$ cat config.mk
export PLATFORM = sky130hd
export DESIGN_NAME = gconv_weight_layout_address_gen
export DESIGN_NICKNAME = d
export VERILOG_FILES = /design/src/rtl/gwl_pkg.sv /design/src/rtl/gconv_weight_layout_address_gen.sv /design/src/rtl/gwl_ctrl.sv /design/src/rtl/gwl_dp.sv
export SDC_FILE = /design/constraint.sdc
export NUM_CORES = 2
export LEC_CHECK = 0
export ABC_AREA = 1
export BUFFER_PORTS_ARGS = -buffer_cell sky130_fd_sc_hd__buf_2
export CELL_PAD_IN_SITES_DETAIL_PLACEMENT = 2
export CELL_PAD_IN_SITES_GLOBAL_PLACEMENT = 2
export CORE_ASPECT_RATIO = 2
export CORE_MARGIN = 2
export CORE_UTILIZATION = 39
export CTS_CLUSTER_SIZE = 28
export DETAILED_ROUTE_END_ITERATION = 8
export GPL_TIMING_DRIVEN = 1
export MAX_ROUTING_LAYER = met4
export PLACE_DENSITY = 0.82
export SLEW_MARGIN = 30
export SYNTH_ARGS = -nofsm -noshare
export SYNTH_HDL_FRONTEND = slang
export SYNTH_HIERARCHICAL = 1
export SYNTH_SLANG_ARGS = --single-unit
$ cat constraint.sdc
create_clock -name clk -period 7.05 [get_ports clk]
set_input_delay 1.41 -clock clk [delete_from_list [all_inputs] [get_ports clk]]
set_output_delay 1.41 -clock clk [all_outputs]
set_load 0.01 [all_outputs]
$ cat src/rtl/gwl_pkg.sv
package gwl_pkg;

  localparam int DEF_MAX_KERNEL_DIM   = 15;
  localparam int DEF_MAX_GROUPS       = 1024;
  localparam int DEF_MAX_CH_PER_GROUP = 64;

  localparam int IDX_W      = 30;
  localparam int CFG_IDX_W  = 3;
  localparam int CFG_DATA_W = 11;
  localparam int NUM_STEPS  = 5;
  localparam int STEP_W     = $clog2(NUM_STEPS);

  localparam logic [CFG_IDX_W-1:0] CFG_KERNEL_ROWS       = 3'd0;
  localparam logic [CFG_IDX_W-1:0] CFG_KERNEL_COLS       = 3'd1;
  localparam logic [CFG_IDX_W-1:0] CFG_GROUP_COUNT       = 3'd2;
  localparam logic [CFG_IDX_W-1:0] CFG_IN_PER_GROUP      = 3'd3;
  localparam logic [CFG_IDX_W-1:0] CFG_OUT_PER_GROUP     = 3'd4;
  localparam logic [CFG_IDX_W-1:0] CFG_TRANSPOSED_SOURCE = 3'd5;
  localparam logic [CFG_IDX_W-1:0] CFG_PACK_DIRECTION    = 3'd6;
  localparam logic [CFG_IDX_W-1:0] CFG_OPTIMIZED_LAYOUT  = 3'd7;

  typedef enum logic [1:0] {
    ST_IDLE,
    ST_CALC,
    ST_WRITE
  } state_t;

  typedef struct packed {
    logic accept;
    logic step_en;
    logic load_out;
  } cmd_t;

  typedef struct packed {
    logic step_last;
  } status_t;

endpackage

$ cat src/rtl/gconv_weight_layout_address_gen.sv
// channel | signals                                   | direction
// cfg     | cfg_valid cfg_ready cfg_index cfg_data    | in (cfg_ready always high)
// in      | in_valid in_ready restart                 | in
// out     | out_valid out_ready src_index dst_index last | out
//
// An input beat runs through accept, 5 multiply-add steps on three shared
// lanes (one multiplier each), then a load into the result register.
// Synchronous reset loads the register defaults and clears the walk counters.
// The result register holds one beat; a new input is taken while it waits.
// If it is still full when the next result is done, that result holds.
module gconv_weight_layout_address_gen #(
  parameter int MAX_KERNEL_DIM   = gwl_pkg::DEF_MAX_KERNEL_DIM,
  parameter int MAX_GROUPS       = gwl_pkg::DEF_MAX_GROUPS,
  parameter int MAX_CH_PER_GROUP = gwl_pkg::DEF_MAX_CH_PER_GROUP
) (
  input  logic                           clk,
  input  logic                           rst,
  input  logic                           cfg_valid,
  output logic                           cfg_ready,
  input  logic [gwl_pkg::CFG_IDX_W-1:0]  cfg_index,
  input  logic [gwl_pkg::CFG_DATA_W-1:0] cfg_data,
  input  logic                           in_valid,
  output logic                           in_ready,
  input  logic                           restart,
  output logic                           out_valid,
  input  logic                           out_ready,
  output logic [gwl_pkg::IDX_W-1:0]      src_index,
  output logic [gwl_pkg::IDX_W-1:0]      dst_index,
  output logic                           last
);
  import gwl_pkg::*;

  cmd_t    cmd;
  status_t status;

  assign cfg_ready = 1'b1;

  gwl_ctrl u_ctrl (
    .clk       (clk),
    .rst       (rst),
    .in_valid  (in_valid),
    .in_ready  (in_ready),
    .out_valid (out_valid),
    .out_ready (out_ready),
    .status    (status),
    .cmd       (cmd)
  );

  gwl_dp #(
    .MAX_KERNEL_DIM   (MAX_KERNEL_DIM),
    .MAX_GROUPS       (MAX_GROUPS),
    .MAX_CH_PER_GROUP (MAX_CH_PER_GROUP)
  ) u_dp (
    .clk       (clk),
    .rst       (rst),
    .cfg_we    (cfg_valid && cfg_ready),
    .cfg_index (cfg_index),
    .cfg_data  (cfg_data),
    .restart   (restart),
    .cmd       (cmd),
    .status    (status),
    .src_index (src_index),
    .dst_index (dst_index),
    .last      (last)
  );

endmodule

$ cat src/rtl/gwl_ctrl.sv
module gwl_ctrl (
  input  logic             clk,
  input  logic             rst,
  input  logic             in_valid,
  output logic             in_ready,
  output logic             out_valid,
  input  logic             out_ready,
  input  gwl_pkg::status_t status,
  output gwl_pkg::cmd_t    cmd
);
  import gwl_pkg::*;

  state_t state, state_next;
  logic   out_space;

  assign out_space = !out_valid || out_ready;

  always_ff @(posedge clk) begin
    if (rst) begin
      state <= ST_IDLE;
    end else begin
      state <= state_next;
    end
  end

  always_comb begin
    state_next = state;
    unique case (state)
      ST_IDLE:  if (in_valid) state_next = ST_CALC;
      ST_CALC:  if (status.step_last) state_next = ST_WRITE;
      ST_WRITE: if (out_space) state_next = ST_IDLE;
      default:  state_next = ST_IDLE;
    endcase
  end

  always_comb begin
    in_ready     = 1'b0;
    cmd.accept   = 1'b0;
    cmd.step_en  = 1'b0;
    cmd.load_out = 1'b0;
    unique case (state)
      ST_IDLE: begin
        in_ready   = 1'b1;
        cmd.accept = in_valid;
      end
      ST_CALC:  cmd.step_en = 1'b1;
      ST_WRITE: cmd.load_out = out_space;
      default: ;
    endcase
  end

  // result register flag; a load wins over a take in the same cycle
  always_ff @(posedge clk) begin
    if (rst) begin
      out_valid <= 1'b0;
    end else if (cmd.load_out) begin
      out_valid <= 1'b1;
    end else if (out_ready) begin
      out_valid <= 1'b0;
    end
  end

endmodule

$ cat src/rtl/gwl_dp.sv
module gwl_dp #(
  parameter int MAX_KERNEL_DIM   = gwl_pkg::DEF_MAX_KERNEL_DIM,
  parameter int MAX_GROUPS       = gwl_pkg::DEF_MAX_GROUPS,
  parameter int MAX_CH_PER_GROUP = gwl_pkg::DEF_MAX_CH_PER_GROUP
) (
  input  logic                           clk,
  input  logic                           rst,
  input  logic                           cfg_we,
  input  logic [gwl_pkg::CFG_IDX_W-1:0]  cfg_index,
  input  logic [gwl_pkg::CFG_DATA_W-1:0] cfg_data,
  input  logic                           restart,
  input  gwl_pkg::cmd_t                  cmd,
  output gwl_pkg::status_t               status,
  output logic [gwl_pkg::IDX_W-1:0]      src_index,
  output logic [gwl_pkg::IDX_W-1:0]      dst_index,
  output logic                           last
);
  import gwl_pkg::*;

  localparam int RD_W = $clog2(MAX_KERNEL_DIM + 1);
  localparam int GD_W = $clog2(MAX_GROUPS + 1);
  localparam int CD_W = $clog2(MAX_CH_PER_GROUP + 1);
  localparam int RC_W = (MAX_KERNEL_DIM > 1) ? $clog2(MAX_KERNEL_DIM) : 1;
  localparam int GC_W = (MAX_GROUPS > 1) ? $clog2(MAX_GROUPS) : 1;
  localparam int CC_W = (MAX_CH_PER_GROUP > 1) ? $clog2(MAX_CH_PER_GROUP) : 1;
  localparam int DW   = (GD_W > CD_W) ? ((GD_W > RD_W) ? GD_W : RD_W)
                                      : ((CD_W > RD_W) ? CD_W : RD_W);

  logic [3:0] kernel_rows, kernel_cols;
  logic [10:0] group_count;
  logic [6:0] in_per_group, out_per_group;
  logic transposed_source, pack_direction, optimized_layout;

  always_ff @(posedge clk) begin
    if (rst) begin
      kernel_rows       <= 4'd3;
      kernel_cols       <= 4'd3;
      group_count       <= 11'd32;
      in_per_group      <= 7'd4;
      out_per_group     <= 7'd4;
      transposed_source <= 1'b0;
      pack_direction    <= 1'b1;
      optimized_layout  <= 1'b1;
    end else if (cfg_we) begin
      unique case (cfg_index)
        CFG_KERNEL_ROWS:       kernel_rows       <= cfg_data[3:0];
        CFG_KERNEL_COLS:       kernel_cols       <= cfg_data[3:0];
        CFG_GROUP_COUNT:       group_count       <= cfg_data[10:0];
        CFG_IN_PER_GROUP:      in_per_group      <= cfg_data[6:0];
        CFG_OUT_PER_GROUP:     out_per_group     <= cfg_data[6:0];
        CFG_TRANSPOSED_SOURCE: transposed_source <= cfg_data[0];
        CFG_PACK_DIRECTION:    pack_direction    <= cfg_data[0];
        CFG_OPTIMIZED_LAYOUT:  optimized_layout  <= cfg_data[0];
        default: ;
      endcase
    end
  end

  // clamped dimensions
  logic [RD_W-1:0] eff_r, eff_s;
  logic [GD_W-1:0] eff_g;
  logic [CD_W-1:0] eff_c, eff_k;
  logic            quad4;

  assign eff_r = (kernel_rows == 4'd0) ? RD_W'(1) :
                 (32'(kernel_rows) > MAX_KERNEL_DIM) ? RD_W'(MAX_KERNEL_DIM) : RD_W'(kernel_rows);
  assign eff_s = (kernel_cols == 4'd0) ? RD_W'(1) :
                 (32'(kernel_cols) > MAX_KERNEL_DIM) ? RD_W'(MAX_KERNEL_DIM) : RD_W'(kernel_cols);
  assign eff_g = (group_count == 11'd0) ? GD_W'(1) :
                 (32'(group_count) > MAX_GROUPS) ? GD_W'(MAX_GROUPS) : GD_W'(group_count);
  assign eff_c = (in_per_group == 7'd0) ? CD_W'(1) :
                 (32'(in_per_group) > MAX_CH_PER_GROUP) ? CD_W'(MAX_CH_PER_GROUP)
                                                         : CD_W'(in_per_group);
  assign eff_k = (out_per_group == 7'd0) ? CD_W'(1) :
                 (32'(out_per_group) > MAX_CH_PER_GROUP) ? CD_W'(MAX_CH_PER_GROUP)
                                                          : CD_W'(out_per_group);
  assign quad4 = (32'(eff_c) == 4);

  // walk counters
  logic [RC_W-1:0] row_count, col_count, pos_r, pos_s;
  logic [CC_W-1:0] outch_count, inch_count, pos_k, pos_c;
  logic [GC_W-1:0] group_ctr, pos_g;
  logic            wrap_r, wrap_s, wrap_k, wrap_g, wrap_c;

  assign pos_r = restart ? '0 : row_count;
  assign pos_s = restart ? '0 : col_count;
  assign pos_k = restart ? '0 : outch_count;
  assign pos_g = restart ? '0 : group_ctr;
  assign pos_c = restart ? '0 : inch_count;

  assign wrap_r = (32'(pos_r) + 32'd1) >= 32'(eff_r);
  assign wrap_s = (32'(pos_s) + 32'd1) >= 32'(eff_s);
  assign wrap_k = (32'(pos_k) + 32'd1) >= 32'(eff_k);
  assign wrap_g = (32'(pos_g) + 32'd1) >= 32'(eff_g);
  assign wrap_c = (32'(pos_c) + 32'd1) >= 32'(eff_c);

  always_ff @(posedge clk) begin
    if (rst) begin
      row_count   <= '0;
      col_count   <= '0;
      outch_count <= '0;
      group_ctr   <= '0;
      inch_count  <= '0;
    end else if (cmd.accept) begin
      inch_count  <= wrap_c ? '0 : pos_c + 1'b1;
      group_ctr   <= !wrap_c ? pos_g : (wrap_g ? '0 : pos_g + 1'b1);
      outch_count <= !(wrap_c && wrap_g) ? pos_k : (wrap_k ? '0 : pos_k + 1'b1);
      col_count   <= !(wrap_c && wrap_g && wrap_k) ? pos_s : (wrap_s ? '0 : pos_s + 1'b1);
      row_count   <= !(wrap_c && wrap_g && wrap_k && wrap_s) ? pos_r
                                                              : (wrap_r ? '0 : pos_r + 1'b1);
    end
  end

  // latched position and multiply-accumulate lanes (u0, u1, packed)
  logic [IDX_W-1:0]  lr, ls, lk, lg, lc;
  logic              llast;
  logic [STEP_W-1:0] step;
  logic [IDX_W-1:0]  acc0, acc1, acc2;
  logic [DW-1:0]     mul0 [NUM_STEPS];
  logic [DW-1:0]     mul1 [NUM_STEPS];
  logic [DW-1:0]     mul2 [NUM_STEPS];
  logic [IDX_W-1:0]  add0 [NUM_STEPS];
  logic [IDX_W-1:0]  add1 [NUM_STEPS];
  logic [IDX_W-1:0]  add2 [NUM_STEPS];
  logic [IDX_W-1:0]  prod0, prod1, prod2;

  assign status.step_last = (32'(step) == NUM_STEPS - 1);

  always_comb begin
    mul0[0] = DW'(eff_r); add0[0] = lr;
    mul0[1] = DW'(eff_s); add0[1] = ls;
    mul0[2] = DW'(eff_c); add0[2] = lc;
    mul0[3] = DW'(eff_k); add0[3] = lk;
    mul0[4] = DW'(1);     add0[4] = '0;

    mul1[0] = DW'(eff_k); add1[0] = lk;
    mul1[1] = DW'(eff_r); add1[1] = lr;
    mul1[2] = DW'(eff_s); add1[2] = ls;
    mul1[3] = DW'(eff_c); add1[3] = lc;
    mul1[4] = DW'(1);     add1[4] = '0;

    if (quad4) begin
      mul2[0] = DW'(eff_r); add2[0] = lr;
      mul2[1] = DW'(eff_s); add2[1] = ls;
      mul2[2] = DW'(eff_k); add2[2] = lk;
      mul2[3] = DW'(2);     add2[3] = IDX_W'(lg[0]);
      mul2[4] = DW'(eff_c); add2[4] = lc;
    end else begin
      mul2[0] = DW'(eff_c >> 2); add2[0] = lc >> 2;
      mul2[1] = DW'(eff_r);      add2[1] = lr;
      mul2[2] = DW'(eff_s);      add2[2] = ls;
      mul2[3] = DW'(eff_k);      add2[3] = lk;
      mul2[4] = DW'(4);          add2[4] = IDX_W'(lc[1:0]);
    end
  end

  // products kept modulo the index width
  assign prod0 = acc0 * IDX_W'(mul0[step]);
  assign prod1 = acc1 * IDX_W'(mul1[step]);
  assign prod2 = acc2 * IDX_W'(mul2[step]);

  always_ff @(posedge clk) begin
    if (cmd.accept) begin
      lr    <= IDX_W'(pos_r);
      ls    <= IDX_W'(pos_s);
      lk    <= IDX_W'(pos_k);
      lg    <= IDX_W'(pos_g);
      lc    <= IDX_W'(pos_c);
      llast <= wrap_c && wrap_g && wrap_k && wrap_s && wrap_r;
      acc0  <= IDX_W'(pos_g);
      acc1  <= IDX_W'(pos_g);
      acc2  <= quad4 ? IDX_W'(pos_g >> 1) : IDX_W'(pos_g);
    end else if (cmd.step_en) begin
      acc0 <= prod0 + add0[step];
      acc1 <= prod1 + add1[step];
      acc2 <= prod2 + add2[step];
    end
  end

  always_ff @(posedge clk) begin
    if (rst) begin
      step <= '0;
    end else if (cmd.accept) begin
      step <= '0;
    end else if (cmd.step_en) begin
      step <= step + 1'b1;
    end
  end

  // index selection into the result register
  logic [IDX_W-1:0] sel_src, sel_dst, unpacked;

  assign unpacked = transposed_source ? acc1 : acc0;

  always_comb begin
    priority if (optimized_layout) begin
      sel_src = pack_direction ? unpacked : acc2;
      sel_dst = pack_direction ? acc2 : unpacked;
    end else if (transposed_source) begin
      sel_src = pack_direction ? acc1 : acc0;
      sel_dst = pack_direction ? acc0 : acc1;
    end else begin
      sel_src = acc0;
      sel_dst = acc0;
    end
  end

  always_ff @(posedge clk) begin
    if (cmd.load_out) begin
      src_index <= sel_src;
      dst_index <= sel_dst;
      last      <= llast;
    end
  end

endmodule
==> flow_summary.yaml <==
run_status:
  outcome: "finished with violations"
  violations: "setup timing"
worst_hold_path:
  hold_class: "flip-flop to flip-flop"
  hold_start: "u_dp/llast"
  min_path_cells: 0
  hold_end: "u_dp/last"
drt:
  top_layer_used: "met4"
  vias: 31600
  totalWireLength_um: 154000
  drc: 0
  drt-wirelength-per-cell_um: 28.4
  viasPerCell: 5.80
  wl_met1_um: 46500
  routed-wl-met2_um: 82000
  drt_iter0_markers: 1608
  antenna_left: 0
  drtPass1Iterations: 7
  wl_met3_um: 7140
worst_setup_path:
  crit_required_ps: 7600
  worst-setup-path-type: "flip-flop to flip-flop"
  setup.worst_path.end_class: "flip-flop"
  start_kind: "flip-flop"
  cp_max_fo: 14
  r2r_setup_slack_ps: -110
  ff2ff_path_depth: 30
  worst_path_dominant_cell_family: "adder cells"
  critPathSlowestCell: "fa_1"
  reg2reg_to: "u_dp/acc0[27]"
  critPathMaxStageDelay_ps: 560
  r2r-start: "u_dp/step[2]"
  critPathArrivalTime_ps: 7700
  cp_num_buf_inv: 9
cells_and_area:
  utilization_pct: 43.2
  seq_area_um2: 6240
  n_fill_cell: 9739
  area_growth_pct: 9.86
  fin_nets: 5113
  multiInputGateArea_um2: 22800
  drive_above_1_share_pct: 7.42
  postLayoutCellArea_um2: 36100
pwr:
  p_int_w: 0.00595
  p_per_area_nw_per_um2: 372
  p_switching_w: 0.00748
  switching_share_pct: 55.7
  p_seq_share_pct: 19.5
  p_leak_nw: 17.7
  total_power_w: 0.0134
  clkPwrFrac_pct: 12.7
  worst_ir_drop_vdd_mv: 0.238
  p_comb_share_pct: 67.8
clocking:
  cts.htree.levels: 1
  cts_buffers: 30
  clockRootBuffer: "clkbuf_16"
  ctsLongestPathBuffers: 3
  cts_tree: "yes"
  clock-sinks: 245
  clk_pin_slew_ps: 80
  worstSkewPairLatency_ps: 670
synth:
  yosysMostFrequentCell: "inv_1"
  ys_types: 60
  syn_area_um2: 32900
  synthCells: 4274
  netlist_top_cells_count: "884 x inv_1, 729 x nand2_1, 519 x nor2_1"
  synth_area_leaders: "fa_1 23%, ha_1 14%, edfxtp_1 12%, inv_1 10%, nand2_1 8.3%"
  yosys_warnings: 6
  synth_top_area_share_pct: 23.0
  synth_nets: 5042
  synth_edf_count: 133
  ys_ff_latch: 245
  synth_seq_area_share_pct: 19.0
  ys_async_sr_fraction_pct: 0
  avgSynthCellArea_um2: 7.69
  ys.flop_type: "edfxtp_1"
  synth_top_area_cell: "fa_1"
grt:
  grt_max_degree: 76
  grt_util_all_layers_pct: 35.9
  overflow: 0
  grt_pass1_wl_um: 223000
  antenna_found_initial: 5
  grt_pass1_vias: 36700
sta:
  fmax_mhz: 140
  min_period_ps: 7160
  setup_violations: 2
  relSlewSlack_pct: 30.5
  tightest_slew_ps: 1040
  hold_viol: 0
  fin_crit_sh_pct: 102
  fin_skew_ps: 46.7
  fin_ws_ps: -106
  finalMaxSlewViolations: 0
placement:
  gp_congestion: 0.973
  port_buffers: 82
  hpwl_um: 123000
  dpl_cell_area_um2: 34800
die:
  io_pins: 84
  fp.dieW_um: 209
  start_util_pct: 39.3
  die_h_um: 415
  dieArea_um2: 86700
  floorplan.rows: 150
  core_area_um2: 83500
flow_run:
  drv_cap: 0
stage by stage:
stage          hold slack [ps]  cells  worst slack [ps]  TNS [ps]
3_5_place_dp               422   5362              -182      -383
4_1_cts                    467   5421              33.1         0
2_1_floorplan              400   4274               888         0
6_report                   464   5437              -106      -115
3_3_place_gp               435   5362               145         0
5_1_grt                    480   5437              -369     -1670
cell families (layout without fill, tap and decap cells):
group / after synthesis / after routing / share of synthesized area (%)
AO/OA/AOI/OAI: 752 / 752 / 12.8
XOR/XNOR: 67 / 67 / 1.79
adder cells (fa/ha/maj): 748 / 748 / 37.1
buffers and inverters: 1052 / 1147 / 12.1
flip-flops: 245 / 245 / 19.0
multiplexers: 1 / 1 / 0.0343
other: 1 / 5 / 0.0114
AND/OR/NAND/NOR: 1408 / 1408 / 17.1
flip-flops by register name, indices dropped and copies added (netlist names), 7 cells and up:
| register | count |
|---|---|
| u_dp/src_index | 30 |
| u_dp/in_per_group | 7 |
| u_dp/acc1 | 30 |
| u_dp/group_ctr | 10 |
| u_dp/acc2 | 30 |
| u_dp/acc0 | 30 |
| u_dp/dst_index | 30 |
| u_dp/group_count | 11 |
| u_dp/out_per_group | 7 |
routing by layer:
layer,up-vias,track usage [%]
met5,-,-
met1,16100,29.4
met4,0,35.6
met3,787,5.26
li1,13600,-
met2,1094,66.4
power groups by stage:
| stage | sequential [W] | combinational [W] | clock (W) |
|---|---|---|---|
| 2_1_floorplan | 0.00216 | 0.00561 | 0 |
| 3_3_place_gp | 0.00259 | 0.00797 | 0 |
| 3_5_place_dp | 0.00260 | 0.00868 | 0 |
| 4_1_cts | 0.00257 | 0.00883 | 0.00175 |
| 5_1_grt | 0.00260 | 0.0100 | 0.00178 |
| 6_report | 0.00262 | 0.00911 | 0.00171 |
how the worst max path moves through the flow:
stage	startpoint	end	slack, ps	cells past startpoint
2_1_floorplan	u_dp/in_per_group[6]	u_dp/acc2[29]	890	36
3_3_place_gp	u_dp/out_per_group[6]	u_dp/acc0[29]	140	27
3_5_place_dp	u_dp/in_per_group[6]	u_dp/acc2[17]	-180	31
4_1_cts	u_dp/in_per_group[4]	u_dp/acc2[29]	30	35
5_1_grt	u_dp/step[2]	u_dp/acc0[27]	-370	30
6_report	u_dp/step[2]	u_dp/acc0[27]	-110	30
cells in the final DEF, fill, tap and decap left out, drive strengths merged, types with 30 or more instances in the layout:
master	netlist	layout
clkbuf	122	40
o211ai	81	81
xor2	37	37
dfxtp	112	112
nor2	523	523
nand3	82	82
a21oi	235	235
fa	378	378
o22ai	44	44
o21ai	328	328
buf	29	189
xnor2	30	30
ha	370	370
nand2	739	739
inv	896	900
edfxtp	133	133
area by class of cell:
| cell class | instances | share of cell area, % |
|---|---|---|
| multi-input combinational | 2977 | 63.1 |
| sequential | 245 | 17.3 |
| inverter | 901 | 9.40 |
| tap | 1064 | 3.69 |
| timing repair buffer | 189 | 3.58 |
| clock buffer | 40 | 2.56 |
| clock inverter | 16 | 0.315 |
| antenna | 4 | 0.0277 |
| timing repair inverter | 1 | 0.0208 |
timing repair:
action                                  4_1_cts  5_1_grt
endpoints found under the setup margin        8       29
setup buffers                                 3       11
resized for setup                             6       36
pin swaps                                     3        4
cloned                                        0        1
hold buffers                                  0        0
Power figures use the tool's default switching activity.
